**src/hw/rtl/wtsp_pkg.sv**
```systemverilog
// shared types and constants for the world-to-screen projection block
`default_nettype none

package wtsp_pkg;

    localparam int FRAC_BITS_DEF = 16;
    localparam int WORD_W        = 32;
    localparam int CFG_DATA_W    = 64;
    localparam int CFG_ADDR_W    = 3;

    localparam logic [CFG_ADDR_W-1:0] REG_ROW0_XY        = 3'd0;
    localparam logic [CFG_ADDR_W-1:0] REG_ROW0_ZW        = 3'd1;
    localparam logic [CFG_ADDR_W-1:0] REG_ROW1_XY        = 3'd2;
    localparam logic [CFG_ADDR_W-1:0] REG_ROW1_ZW        = 3'd3;
    localparam logic [CFG_ADDR_W-1:0] REG_ROW3_XY        = 3'd4;
    localparam logic [CFG_ADDR_W-1:0] REG_ROW3_ZW        = 3'd5;
    localparam logic [CFG_ADDR_W-1:0] REG_WINDOW_ORIGIN  = 3'd6;
    localparam logic [CFG_ADDR_W-1:0] REG_WINDOW_EXTENT  = 3'd7;

    typedef logic signed [WORD_W-1:0] word_t;

    // matrix rows 0, 1 and 3 plus the window rectangle
    typedef struct packed {
        word_t       m00;
        word_t       m01;
        word_t       m02;
        word_t       m03;
        word_t       m10;
        word_t       m11;
        word_t       m12;
        word_t       m13;
        word_t       m30;
        word_t       m31;
        word_t       m32;
        word_t       m33;
        logic [15:0] left;
        logic [15:0] top;
        logic [15:0] width;
        logic [15:0] height;
    } cfg_t;

endpackage

`default_nettype wire

```
**src/hw/rtl/wtsp_cfg.sv**
```systemverilog
// configuration register file: matrix rows and window rectangle
`default_nettype none

module wtsp_cfg (
    input  wire logic                             aclk,
    input  wire logic                             aresetn,
    input  wire logic                             cfg_wr_en,
    input  wire logic [wtsp_pkg::CFG_ADDR_W-1:0]  cfg_addr,
    input  wire logic [wtsp_pkg::CFG_DATA_W-1:0]  cfg_wdata,
    output wtsp_pkg::cfg_t                        cfg
);
    import wtsp_pkg::*;

    logic [CFG_DATA_W-1:0] row0_xy_reg, row0_zw_reg, row1_xy_reg, row1_zw_reg;
    logic [CFG_DATA_W-1:0] row3_xy_reg, row3_zw_reg;
    logic [31:0]           origin_reg, extent_reg;

    always_ff @(posedge aclk) begin
        if (!aresetn) begin
            row0_xy_reg <= '0;
            row0_zw_reg <= '0;
            row1_xy_reg <= '0;
            row1_zw_reg <= '0;
            row3_xy_reg <= '0;
            row3_zw_reg <= '0;
            origin_reg  <= '0;
            extent_reg  <= '0;
        end else if (cfg_wr_en) begin
            unique case (cfg_addr)
                REG_ROW0_XY:       row0_xy_reg <= cfg_wdata;
                REG_ROW0_ZW:       row0_zw_reg <= cfg_wdata;
                REG_ROW1_XY:       row1_xy_reg <= cfg_wdata;
                REG_ROW1_ZW:       row1_zw_reg <= cfg_wdata;
                REG_ROW3_XY:       row3_xy_reg <= cfg_wdata;
                REG_ROW3_ZW:       row3_zw_reg <= cfg_wdata;
                REG_WINDOW_ORIGIN: origin_reg  <= cfg_wdata[31:0];
                REG_WINDOW_EXTENT: extent_reg  <= cfg_wdata[31:0];
                default:           ;
            endcase
        end
    end

    assign cfg.m00    = row0_xy_reg[31:0];
    assign cfg.m01    = row0_xy_reg[63:32];
    assign cfg.m02    = row0_zw_reg[31:0];
    assign cfg.m03    = row0_zw_reg[63:32];
    assign cfg.m10    = row1_xy_reg[31:0];
    assign cfg.m11    = row1_xy_reg[63:32];
    assign cfg.m12    = row1_zw_reg[31:0];
    assign cfg.m13    = row1_zw_reg[63:32];
    assign cfg.m30    = row3_xy_reg[31:0];
    assign cfg.m31    = row3_xy_reg[63:32];
    assign cfg.m32    = row3_zw_reg[31:0];
    assign cfg.m33    = row3_zw_reg[63:32];
    assign cfg.left   = origin_reg[15:0];
    assign cfg.top    = origin_reg[31:16];
    assign cfg.width  = extent_reg[15:0];
    assign cfg.height = extent_reg[31:16];

endmodule

`default_nettype wire

```
**config.mk**
```make
export PLATFORM = sky130hd
export DESIGN_NAME = wtsp_cfg
export DESIGN_NICKNAME = d
export VERILOG_FILES = /design/src/hw/rtl/wtsp_pkg.sv /design/src/hw/rtl/wtsp_cfg.sv
export SDC_FILE = /design/constraint.sdc
export NUM_CORES = 1
export LEC_CHECK = 0
export BUFFER_PORTS_ARGS = -buffer_cell sky130_fd_sc_hd__buf_2
export CAP_MARGIN = 30
export CORE_MARGIN = 10
export CORE_UTILIZATION = 35
export DETAILED_ROUTE_END_ITERATION = 10
export HOLD_SLACK_MARGIN = 0.02
export PLACE_DENSITY = 0.57
export SLEW_MARGIN = 40
export SYNTH_ARGS = -nofsm -noshare
export SYNTH_HDL_FRONTEND = slang
export SYNTH_SLANG_ARGS = --single-unit
```
**constraint.sdc**
```tcl
create_clock -name aclk -period 3.2 [get_ports aclk]
set_input_delay 0.32 -clock aclk [delete_from_list [all_inputs] [get_ports aclk]]
set_output_delay 0.32 -clock aclk [all_outputs]
set_load 0.03 [all_outputs]
```
* After elaboration in Yosys (flattened, before gate mapping)
Cells that the tools add are included.
** Cells by class
- Equality and inequality tests :: 7
- Reduce and logical (&&, ||, !) cells :: 9
** Operator list (count)
- $reduce_and A2 Y1 :: 8
- $eq A3 B3 Y1 const B :: 4
- $eq A3 B2 Y1 const B :: 2
- $eq A3 B1 Y1 const B :: 1
- $logic_not A3 Y1 :: 1
** Storage, ports and cells
- Register bits :: 448
- Input bits :: 70
- Output and inout bits :: 448
- Logic and storage cells :: 24

* Logic depth before layout (Yosys ltp)
- Depth after elaboration :: 2
- Depth in mapped cells :: 5
- Mapped depth without buffers :: 2

* Least setup slack after synthesis
No wires, ideal clock.
- Kind :: input to register
- From :: input port cfg_addr[1] in the netlist's numbering
- To :: register row0_xy_reg[10]
- Library setup time :: 73 ps
- Arrival :: 1253 ps
- Data required time :: 3127 ps
- Slack :: 1875 ps
- Stages :: 5
- Path buffers :: 3
- Cells stage by stage :: buf_2 > nor4b_2 > buf_4 > buf_6 > mux2i_1
** On the way
- Cells in the longest elaborated chain, start to end :: 2
** Ends and longest elaborated chain
- start, declared :: RTL line wtsp_cfg.sv:8 : input wire logic [wtsp_pkg::CFG_ADDR_W-1:0] cfg_addr,
- $logic_not A3 Y1 :: RTL line wtsp_cfg.sv:29 : unique case (cfg_addr)
- $reduce_and A2 Y1 (no source line)
- end signal, assigned :: RTL line wtsp_cfg.sv:30 : REG_ROW0_XY: row0_xy_reg <= cfg_wdata;
- end, declared :: RTL line wtsp_cfg.sv:14 : logic [CFG_DATA_W-1:0] row0_xy_reg, row0_zw_reg, row1_xy_reg, row1_zw_reg;
No other way between the ends.
A chain may end at the register's enable or synchronous reset.

* Worst setup path in the final report
- From :: register extent_reg[21]
- To :: output port cfg[5] in the netlist's numbering
** RTL lines
- start, declared :: RTL line wtsp_cfg.sv:16 : logic [31:0] origin_reg, extent_reg;
- start signal, assigned :: RTL line wtsp_cfg.sv:37 : REG_WINDOW_EXTENT: extent_reg <= cfg_wdata[31:0];
- end, declared :: RTL line wtsp_cfg.sv:10 : output wtsp_pkg::cfg_t cfg
No word-level cell between the ends.

==> impl_results.md <==
* Status: complete, no violations
* Largest net degree at the start of global routing at 85
* Hold Crit Depth at 3
* Rel. slew slack at 0.459
* Crit path max-delay family: flip-flops
* Max Buffers Root-to-Sink at 3
* Reg2reg path depth at 2
* Post-synthesis sequential area ratio at 0.559
* Hpwl dp at 40000 µm
* Final setup violation count at 0
* Die area at 54800 µm²
* Fraction of layout cells with a size suffix above 1 at 0.302
* Die Wd at 234 µm
* Crit end category: output port
* Critical Path Slowest Stage Cell: dfxtp_1
* Min-delay src: cfg_wdata[48]
* Via density at 4.73
* Worst hold endpoint: row1_zw_reg[48]$_SDFFE_PN0P_
* Synthesized area at 16100 µm²
* Port buffer count at 517
* DRC at 0
* Clk sinks at 448
* Startpoint types: flop
* Synth area leaders: dfxtp_1 56%, mux2i_1 28%, nand2_1 12%
* DR pass1 iterations at 4
* DR vias at 12500
* GRT overflow at 0
* Fill cell count at 4428
* Gate Count Post-Synth at 1524
* CTS tree: done
* WS Path Type: flop to output port
* I/O Pins at 518
* Critical path peak fanout at 2
* Worst r2r src: row0_zw_reg[36]$_SDFFE_PN0P_
* WL/cell at 21.2 µm
* N_diodes at 0
* Crit path time final at 1.51 ns
* Final Cycle Share at 0.470
* Worst path cell trace: buf_2
* H-tree level count at 2
* CTS buffer count at 48
* Worst reg-to-reg setup slack at 2.53 ns
* GRT Resource Usage Total at 0.193
* Worst r2r dst: row0_zw_reg[36]$_SDFFE_PN0P_
* Synthesized flop and latch total at 448
* Synth area leader: dfxtp_1
* CTS Hold Bufs at 0
* Slew @ Worst Pin at 0.812 ns
* Slew Viols, Final at 0
* Clk root buf: clkbuf_16
* Most frequent cells in the layout: 516 x buf_2, 512 x nand2_1, 448 x mux2i_1, 448 x dfxtp_1, 49 x clkbuf_16
* Hold Crit Class: primary input to flop
* Post-CTS Resized at 0
* Synth warn at 0
* Initial cell density of the core at 0.354
* First-pass GRT wire length at 80900 µm
* First DRT Iteration DRCs at 558
* Core footprint at 45400 µm²
* Max incr delay on CP at 0.39 ns
* Hold_ws at 0.166 ns
* # rows at 78
* Placer Congestion at 0.808
* Clock slew at reported path FFs at 0.06 ns
* Antenna violations before repair at 1
* Yosys top cell area share at 0.559
* Post-synth cell types at 12
* Number of global-route vias before repair at 12600
* Nets at 2080
* Power Density at 588 nW/µm²
* CP required at 2.88 ns
* Max Clock Freq at 664 MHz
* Maximum VDD drop at 0.377 mV
* CP bufs+invs at 1
* Max Clock Skew at 0 ns
* Clk_lat worst skew at 0.56 ns
* Mapped Avg Cell Area at 10.5 µm²
* Commonest non-fill, non-tap cell in the layout: buf_2
* Final Hold Fails at 0
* Post-Route WL at 56000 µm
* Max Cap Viol at 0
* Worst EP arrival at 1.19 ns
* P_leak at 11.6 nW
* RSZ-0062 raised after global routing: false
* Die height at 234 µm
* Syn-to-layout area delta at 28.8%
* Syn Nets at 1594
* Setup bufs post-CTS at 0
* Setup TNS Final at 0 ns
* Post-route antenna net violation count at 0
synthesized netlist by cell type:
library cell / instances
buf_1: 6
nand4bb_1: 3
buf_6: 6
buf_2: 24
nand4_1: 1
dfxtp_1: 448
clkbuf_1: 41
buf_4: 31
nor4b_2: 1
nand2_1: 512
nand4b_1: 3
mux2i_1: 448
report_power, final:
part,total (mW),internal [mW],switching [mW]
registers,5.77,5.70,0.0669
logic,0.967,0.268,0.698
clock network,5.42,3.21,2.22
total,12.2,9.18,2.98
worst max-delay path by stage:
stage                     cells past startpoint                      endpoint                    startpoint  slack, ns
after floorplan                               5  row0_xy_reg[10]$_SDFFE_PN0P_                   cfg_addr[1]       1.87
after global placement                        4   row0_zw_reg[6]$_SDFFE_PN0P_                   cfg_addr[2]       1.03
after detailed placement                      4  row0_zw_reg[36]$_SDFFE_PN0P_                       aresetn       1.34
after CTS                                     1                       cfg[15]   extent_reg[31]$_SDFFE_PN0P_       1.63
after global routing                          1                      cfg[205]  row1_zw_reg[45]$_SDFFE_PN0P_       1.64
final                                         1                        cfg[5]   extent_reg[21]$_SDFFE_PN0P_       1.69
logic make-up (layout without fill, tap and decap cells):
| logic type | after synthesis | after routing | synth area share |
|---|---|---|---|
| AND/OR/NAND/NOR | 520 | 520 | 0.125 |
| multiplexers | 448 | 448 | 0.279 |
| flip-flops | 448 | 448 | 0.559 |
| buffers and inverters | 108 | 628 | 0.0372 |
per-stage QoR:
step / instances / setup slack, ns / power [mW] / instance area, µm² / utilization
global placement: 2559 / 1.03 / 6.85 / 19100 / 0.421
floorplan: 1524 / 1.87 / 6.50 / 16100 / -
finish: 2644 / 1.69 / 12.2 / 20700 / 0.456
global route: 2644 / 1.64 / 12.6 / 20700 / 0.456
CTS: 2644 / 1.63 / 12.3 / 20700 / 0.456
detailed placement: 2560 / 1.34 / 6.87 / 19100 / 0.422
per-layer routing:
metal	share of wire	vias to the layer above	track usage
met1	0.41	6039	0.228
met5	0.00021	-	0
li1	-	6002	-
met2	0.49	361	0.327
met4	0.029	2	0.0710
met3	0.073	93	0.0555
cell type report:
type                       instances  area (µm²)  area share
sequential                       448        8970       0.434
clock buffer                      77        1470      0.0711
multi-input combinational        968        6550       0.316
tap                              600         751      0.0363
clock inverter                     7        65.1     0.00315
timing repair buffer             544        2880       0.139
No activity file was read; power rests on OpenSTA's default activity.
