--- src/hw/rtl/wtsp_pkg.sv ---
// shared types and constants for the world-to-screen projection block
`default_nettype none

package wtsp_pkg;

    localparam int FRAC_BITS_DEF = 16;
    localparam int WORD_W        = 32;
    localparam int CFG_DATA_W    = 64;
    localparam int CFG_ADDR_W    = 3;

    localparam logic [CFG_ADDR_W-1:0] REG_ROW0_XY        = 3'd0;
    localparam logic [CFG_ADDR_W-1:0] REG_ROW0_ZW        = 3'd1;
    localparam logic [CFG_ADDR_W-1:0] REG_ROW1_XY        = 3'd2;
    localparam logic [CFG_ADDR_W-1:0] REG_ROW1_ZW        = 3'd3;
    localparam logic [CFG_ADDR_W-1:0] REG_ROW3_XY        = 3'd4;
    localparam logic [CFG_ADDR_W-1:0] REG_ROW3_ZW        = 3'd5;
    localparam logic [CFG_ADDR_W-1:0] REG_WINDOW_ORIGIN  = 3'd6;
    localparam logic [CFG_ADDR_W-1:0] REG_WINDOW_EXTENT  = 3'd7;

    typedef logic signed [WORD_W-1:0] word_t;

    // matrix rows 0, 1 and 3 plus the window rectangle
    typedef struct packed {
        word_t       m00;
        word_t       m01;
        word_t       m02;
        word_t       m03;
        word_t       m10;
        word_t       m11;
        word_t       m12;
        word_t       m13;
        word_t       m30;
        word_t       m31;
        word_t       m32;
        word_t       m33;
        logic [15:0] left;
        logic [15:0] top;
        logic [15:0] width;
        logic [15:0] height;
    } cfg_t;

endpackage

`default_nettype wire

--- src/hw/rtl/wtsp_map.sv ---
// viewport mapping: signed ndc, split extent products, bounds check, output register
`default_nettype none

module wtsp_map #(
    parameter int FRAC_BITS = wtsp_pkg::FRAC_BITS_DEF
) (
    input  wire logic                  aclk,
    input  wire logic                  aresetn,
    input  wire logic                  en,
    input  wire wtsp_pkg::cfg_t        cfg,
    input  wire logic                  in_valid,
    input  wire logic                  in_near,
    input  wire logic                  neg_x,
    input  wire logic                  neg_y,
    input  wire logic [FRAC_BITS+31:0] quot_x,
    input  wire logic [FRAC_BITS+31:0] quot_y,
    output logic                       out_valid,
    output logic                       visible,
    output wtsp_pkg::word_t            screen_x,
    output wtsp_pkg::word_t            screen_y
);
    import wtsp_pkg::*;

    localparam int NW = FRAC_BITS + 32;
    localparam int QW = NW + 1;
    localparam int LW = QW / 2;
    localparam int HW = QW - LW;
    localparam int SW = QW + 20;
    localparam logic signed [SW-1:0] HALF   = SW'(1) << (FRAC_BITS - 1);
    localparam logic signed [SW-1:0] SAT_HI = SW'(32'h7fffffff);
    localparam logic signed [SW-1:0] SAT_LO = -SAT_HI - SW'(1);

    logic v1_reg, v2_reg, v3_reg, out_valid_reg, visible_reg;
    logic near1_reg, near2_reg, near3_reg;

    logic signed [QW-1:0]   ndcx_reg, ndcy_reg;
    logic [LW+15:0]         plx_reg, ply_reg;
    logic signed [HW+16:0]  phx_reg, phy_reg;
    logic signed [SW-1:0]   sx3_reg, sy3_reg;
    word_t                  sx_reg, sy_reg;

    logic signed [SW-1:0] left_w, top_w, width_w, height_w;
    logic signed [SW-1:0] prodx, prody, sx_next, sy_next;
    logic signed [SW-1:0] satx, saty;
    logic                 in_win, visible_next;

    assign left_w   = $signed(SW'(cfg.left));
    assign top_w    = $signed(SW'(cfg.top));
    assign width_w  = $signed(SW'(cfg.width));
    assign height_w = $signed(SW'(cfg.height));

    // extent product rebuilt from the high signed and low unsigned parts
    assign prodx   = (SW'(phx_reg) <<< LW) + $signed(SW'(plx_reg));
    assign prody   = (SW'(phy_reg) <<< LW) + $signed(SW'(ply_reg));
    assign sx_next = (left_w <<< FRAC_BITS) + (width_w <<< (FRAC_BITS - 1)) + HALF
                   + (prodx >>> 1);
    assign sy_next = (top_w <<< FRAC_BITS) + (height_w <<< (FRAC_BITS - 1)) + HALF
                   - (prody >>> 1);

    assign in_win = (sx3_reg >= (left_w <<< FRAC_BITS))
                 && (sx3_reg <= ((left_w + width_w) <<< FRAC_BITS))
                 && (sy3_reg >= (top_w <<< FRAC_BITS))
                 && (sy3_reg <= ((top_w + height_w) <<< FRAC_BITS));
    assign visible_next = !near3_reg && in_win;

    assign satx = (sx3_reg > SAT_HI) ? SAT_HI : ((sx3_reg < SAT_LO) ? SAT_LO : sx3_reg);
    assign saty = (sy3_reg > SAT_HI) ? SAT_HI : ((sy3_reg < SAT_LO) ? SAT_LO : sy3_reg);

    always_ff @(posedge aclk) begin
        if (!aresetn) begin
            v1_reg        <= 1'b0;
            v2_reg        <= 1'b0;
            v3_reg        <= 1'b0;
            out_valid_reg <= 1'b0;
            visible_reg   <= 1'b0;
        end else if (en) begin
            v1_reg        <= in_valid;
            v2_reg        <= v1_reg;
            v3_reg        <= v2_reg;
            out_valid_reg <= v3_reg;
            visible_reg   <= visible_next;
        end
    end

    always_ff @(posedge aclk) begin
        if (en) begin
            near1_reg <= in_near;
            near2_reg <= near1_reg;
            near3_reg <= near2_reg;
            ndcx_reg  <= neg_x ? -$signed({1'b0, quot_x}) : $signed({1'b0, quot_x});
            ndcy_reg  <= neg_y ? -$signed({1'b0, quot_y}) : $signed({1'b0, quot_y});
            plx_reg   <= ndcx_reg[LW-1:0] * cfg.width;
            ply_reg   <= ndcy_reg[LW-1:0] * cfg.height;
            phx_reg   <= $signed(ndcx_reg[QW-1:LW]) * $signed({1'b0, cfg.width});
            phy_reg   <= $signed(ndcy_reg[QW-1:LW]) * $signed({1'b0, cfg.height});
            sx3_reg   <= sx_next;
            sy3_reg   <= sy_next;
            sx_reg    <= visible_next ? satx[31:0] : '0;
            sy_reg    <= visible_next ? saty[31:0] : '0;
        end
    end

    assign out_valid = out_valid_reg;
    assign visible   = visible_reg;
    assign screen_x  = sx_reg;
    assign screen_y  = sy_reg;

    a_zero_when_hidden: assert property (@(posedge aclk) disable iff (!aresetn)
        out_valid_reg && !visible_reg |-> sx_reg == '0 && sy_reg == '0)
        else $error("hidden point carries nonzero coordinates");

    a_visible_nonneg: assert property (@(posedge aclk) disable iff (!aresetn)
        out_valid_reg && visible_reg |-> !sx_reg[31] && !sy_reg[31])
        else $error("visible point left of or above the screen origin");

    a_near_hidden: assert property (@(posedge aclk) disable iff (!aresetn)
        en && v3_reg && near3_reg |=> out_valid_reg && !visible_reg)
        else $error("point behind the near limit reported visible");

endmodule

`default_nettype wire

--- config.mk ---
export PLATFORM = sky130hd
export DESIGN_NAME = wtsp_map
export DESIGN_NICKNAME = d
export VERILOG_FILES = /design/src/hw/rtl/wtsp_pkg.sv /design/src/hw/rtl/wtsp_map.sv
export SDC_FILE = /design/constraint.sdc
export NUM_CORES = 2
export LEC_CHECK = 0
export ABC_AREA = 1
export BUFFER_PORTS_ARGS = -buffer_cell sky130_fd_sc_hd__buf_4
export CAP_MARGIN = 15
export CELL_PAD_IN_SITES_DETAIL_PLACEMENT = 1
export CELL_PAD_IN_SITES_GLOBAL_PLACEMENT = 1
export CORE_MARGIN = 5
export CORE_UTILIZATION = 45
export CTS_CLUSTER_DIAMETER = 30
export DETAILED_ROUTE_END_ITERATION = 6
export PLACE_DENSITY_LB_ADDON = 0.1
export SYNTH_ARGS = -nofsm -noshare
export SYNTH_HDL_FRONTEND = slang
export SYNTH_SLANG_ARGS = --single-unit
--- constraint.sdc ---
create_clock -name aclk -period 8.45 [get_ports aclk]
set_clock_uncertainty 0.15 [all_clocks]
set_input_delay 0.845 -clock aclk [delete_from_list [all_inputs] [get_ports aclk]]
set_output_delay 0.845 -clock aclk [all_outputs]
set_load 0.05 [all_outputs]
Yosys cells after proc, flatten, opt, wreduce, memory -nomap -nowiden
Index checks and enable logic that the tools add are counted.
{"block": "totals", "reg_bits": 468, "inputBits": 551, "output_inout_bits": 66}
{"block": "op_classes", "addsub": 12, "mul": 4, "magnitude_cmp": 8, "mux": 6, "bitwise": 1, "n_reduce_logical": 7}
{"op": "66-bit by 41-bit adder with 67-bit output", "count": 2}
{"op": "67-bit by 33-bit >= comparator with 1-bit output", "count": 2}
{"op": "67-bit by 32-bit > comparator with 1-bit output (second input constant)", "count": 2}
{"op": "67-bit by 34-bit <= comparator with 1-bit output", "count": 2}
{"op": "67-bit by 32-bit less-than comparator with 1-bit output (second input constant)", "count": 2}
{"op": "48-bit negation with 49-bit output", "count": 2}
{"op": "48-bit two-way mux", "count": 2}
{"op": "25-bit by 17-bit multiplier with 42-bit output", "count": 2}
{"op": "24-bit by 16-bit multiplier with 40-bit output", "count": 2}
{"op": "33-bit by 16-bit adder with 34-bit output (second input constant)", "count": 2}
{"op": "35-bit by 66-bit adder with 67-bit output", "count": 1}
{"op": "35-bit by 66-bit subtractor with 67-bit output", "count": 1}
{"op": "32-bit by 31-bit adder with 33-bit output", "count": 2}
{"op": "32-bit two-way mux", "count": 2}
{"op": "31-bit two-way mux", "count": 2}
{"op": "16-bit by 16-bit adder with 17-bit output", "count": 2}
{"op": "1-bit logical AND", "count": 4}
{"op": "2-bit OR reduction", "count": 2}
{"op": "1-bit logical NOT", "count": 1}
{"op": "1-bit NOT", "count": 1}

Logic depth before layout (Yosys ltp)
{"block": "depth", "depth_word": 8, "mapped_depth": 31}

Least setup slack after synthesis
Ideal clock, no wire load.
{"block": "synth_path", "path_kind": "input to register", "startpoint": "in cfg[21] (netlist bit)", "endpoint": "reg phx_reg[41] (data pin)", "setup_ps": 261, "t_arrival_ps": 6374, "path_slack_ps": 1665, "path_stages": 20, "cell_sequence": "clkbuf_1 -> clkbuf_1 -> nand2_1 -> fa_1 -> inv_1 -> fa_1 -> fa_1 -> fa_1 -> inv_1 -> fa_1 -> fa_1 -> inv_1 -> ha_1 -> nand2_1 -> nor2_1 -> inv_1 -> nor4_1 -> nand4_1 -> nand4_1 -> xor2_1"}
{"block": "synth_via", "elab_chain_len": 1}
{"item": "from (decl)", "line": "wtsp_map.sv:10", "text": "input wire wtsp_pkg::cfg_t cfg,"}
{"item": "25-bit by 17-bit multiplier with 42-bit output", "line": "wtsp_map.sv:94", "text": "phx_reg <= $signed(ndcx_reg[QW-1:LW]) * $signed({1'b0, cfg.width});"}
{"item": "to (signal assigned)", "line": "wtsp_map.sv:94"}
{"item": "to (decl)", "line": "wtsp_map.sv:38", "text": "logic signed [HW+16:0] phx_reg, phy_reg;"}
No other way between the ends.
A chain may end at the register's enable or synchronous reset.

Final worst setup path
{"block": "layout_path", "startpoint": "reg ndcy_reg[2]", "endpoint": "reg ply_reg[39] (data pin)"}
{"block": "layout_via", "elab_chain_len": 1}
{"item": "from (decl)", "line": "wtsp_map.sv:36", "text": "logic signed [QW-1:0] ndcx_reg, ndcy_reg;"}
{"item": "from (signal assigned)", "line": "wtsp_map.sv:91", "text": "ndcy_reg <= neg_y ? -$signed({1'b0, quot_y}) : $signed({1'b0, quot_y});"}
{"item": "24-bit by 16-bit multiplier with 40-bit output", "line": "wtsp_map.sv:93", "text": "ply_reg <= ndcy_reg[LW-1:0] * cfg.height;"}
{"item": "to (signal assigned)", "line": "wtsp_map.sv:93"}
{"item": "to (decl)", "line": "wtsp_map.sv:37", "text": "logic [LW+15:0] plx_reg, ply_reg;"}
No other way between the ends.

==> reports/results.tsv <==
metric	value	unit
count of input and output buffers	232	
synthesized area per cell	7.794	um2
Worst Hold Depth	1	
Mapped Area	87110	um2
Post-Synth Simple-Gate Area	19.56	%
area of the core	192600	um2
TritonCTS clock tree	yes	
DRC	0	
# nets final	13800	
# Post-CTS Setup Buffers	0	
Die ar.	202500	um2
worst slack, placed	0.7295	ns
crit path max fanout	16	
fin. max-slew vios	0	
Synth cell types	54	
Final WS setup	1.145	ns
Post-Synth Adder-Cell Area	41.23	%
Data arrival, critical path	7.67	ns
via/cell ratio	5.205	
DR iter-0 viols	4478	
total grt overflow	0	
cells on worst reg2reg path	20	
TritonCTS Buffers	119	
XOR/XNOR share of the synthesized area	4.280	%
RR Endpoint	ply_reg[39]$_DFFE_PP_	
hpwl dp	233.8	mm
initial antenna violation count	7	
die height	450.0	um
crit end category	flop	
kind of critical path	reg2reg	
Syn-to-layout area delta	9.375	%
total negative slack	0	ns
EDFF count, synth	461	
fmax	136.9	MHz
Hold EP	near1_reg$_DFFE_PP_	
clk slew on worst S/H paths	0.05	ns
Critical Path RT	8.81	ns
Final Hold Fails	0	
# H-tree levels	3	
FF+latch count, synth	466	
Storage cell area	13940	um2
main flop type after synthesis	edfxtp_1	
Critical Path Start Type	flop	
Post-Syn Instances	11180	
total iterations of the first detailed-routing run	7	
Clock Sinks	466	
largest net degree at the start of global routing	127	
layout cells sized above 1	5.299	%
hold_sp	in_near	
remaining antenna violation count	0	
Clock Tree Root	clkbuf_16	
max-capacitance violation count	0	
# IOs	617	
Die W	450.0	um
RSZ-0062 raised after global routing	false	
routed wire length	283.8	mm
post-synthesis mux area share	0	%
CTS resizes	0	
largest family of logic cells by synthesized area	adder cells	
Worst-Margin Slew	1.209	ns
Hold/Removal Path Class	in2reg	
WL/cell	20.49	um
clk buf depth	3	
max_slew headroom	19.40	%
worst-skew pair later-pin latency	0.79	ns
setup violators final	0	
Compound-Gate Fraction of Synth Area	4.290	%
initial cell density of the core	45.23	%
multi-input logic area	60440	um2
post-route minimum period	7.305	ns
GRT Total Usage	28.47	%
first-pass GRT wire length	453.6	mm
Row Count	161	
number of global-route vias before repair	80570	
FF-to-FF Start	ndcy_reg[2]$_DFFE_PP_	
routed via count	72090	
Fillers	23690	
flop-to-flop setup slack	1.15	ns
fin util	49.47	%
CTS Hold Bufs	0	
Final Cycle Share	86.45	%
GP Congestion	0.9091	
asr flop ratio synth	0	%
register area share after synthesis	16.01	%
status	finished, final reports clean	
synthesis warning total	0	
## cell families after synthesis
family          after synthesis
simple gates               4190
xor+xnor                    424
buf+inv                    3391
other cells                   1
fa+ha+maj                  2030
compound gates              674
flops                       466
## synth_stat cells, types with 36 or more instances
library cell	number	share of area, %
a21oi_1	336	1.9
a31oi_1	44	0.32
clkbuf_1	353	1.5
edfxtp_1	461	16
fa_1	1401	32
ha_1	629	9.0
inv_1	2998	13
nand2_1	2931	13
nand3_1	306	1.8
nand4_1	111	0.80
nor2_1	583	2.5
nor2_2	36	0.26
nor3_1	93	0.53
nor4_1	51	0.37
o21ai_0	175	1.0
xnor2_1	142	1.4
xor2_1	280	2.8
## worst max-delay path, cell delays in order (launching register included)
cell	delay, ns
edfxtp_1	1.14
nand2_1	0.19
fa_1	0.52
fa_1	0.55
inv_1	0.06
fa_1	0.51
fa_1	0.52
fa_1	0.55
inv_1	0.06
fa_1	0.52
inv_1	0.04
ha_1	0.39
nand2_1	0.12
nor2_1	0.20
nand2_1	0.14
nor4_1	0.48
nand3_1	0.19
nand3_1	0.24
nand2_1	0.09
nand2_1	0.08
xor2_1	0.35
## cells in the final DEF, fill, tap and decap left out, drive strengths merged, types with 142 or more instances in the layout
cell type / Yosys / layout
ha: 629 / 629
fa: 1401 / 1401
xor2: 282 / 282
o21ai: 182 / 182
nor2: 627 / 627
edfxtp: 461 / 461
nand2: 2950 / 2950
buf: 30 / 301
xnor2: 142 / 142
nand3: 318 / 318
inv: 3005 / 3026
a21oi: 337 / 337
## how the worst max path moves through the flow
| stage | slack (ns) | endpoint | cells after the start | start |
|---|---|---|---|---|
| after floorplan | 1.67 | phx_reg[41]$_DFFE_PP_ | 20 | cfg[21] |
| after global placement | 0.82 | phx_reg[41]$_DFFE_PP_ | 19 | cfg[21] |
| after detailed placement | 0.73 | phx_reg[41]$_DFFE_PP_ | 19 | cfg[21] |
| after CTS | 1.32 | plx_reg[18]$_DFFE_PP_ | 20 | ndcx_reg[4]$_DFFE_PP_ |
| after global routing | 0.85 | plx_reg[34]$_DFFE_PP_ | 22 | ndcx_reg[4]$_DFFE_PP_ |
| final | 1.15 | ply_reg[39]$_DFFE_PP_ | 20 | ndcy_reg[2]$_DFFE_PP_ |
## layout make-up
type | instances | area share [%]
diodes | 1 | 0.002627
repair buffers | 301 | 2.427
inverters | 3008 | 11.85
multi-input cells | 7320 | 63.44
flip-flops and latches | 466 | 14.64
well taps | 2526 | 3.317
clock inverters | 90 | 1.107
clock buffers | 137 | 3.218
## stage by stage
step                      hold WS (ns)  instances  cell area, um2
final                          0.08836      13850           95270
after global routing           0.05282      13850           95270
after CTS                      0.02169      13850           95260
after detailed placement        0.2551      13620           91140
after global placement          0.2527      13620           91140
after floorplan                 0.2503      11180           87110
## metal layers
layer  part of all wire, %  vias up  global-route usage (%)
li1                      -    33120                       -
met1                    47    36930                   41.42
met2                    45     1713                   45.75
met3                   5.7      331                   3.898
met4                   2.0        0                   5.633
met5                     0        -                       0
Power is left out: the tool's default activity adds up to more than one toggle a clock period on the data nets, which glitch-free logic cannot reach.
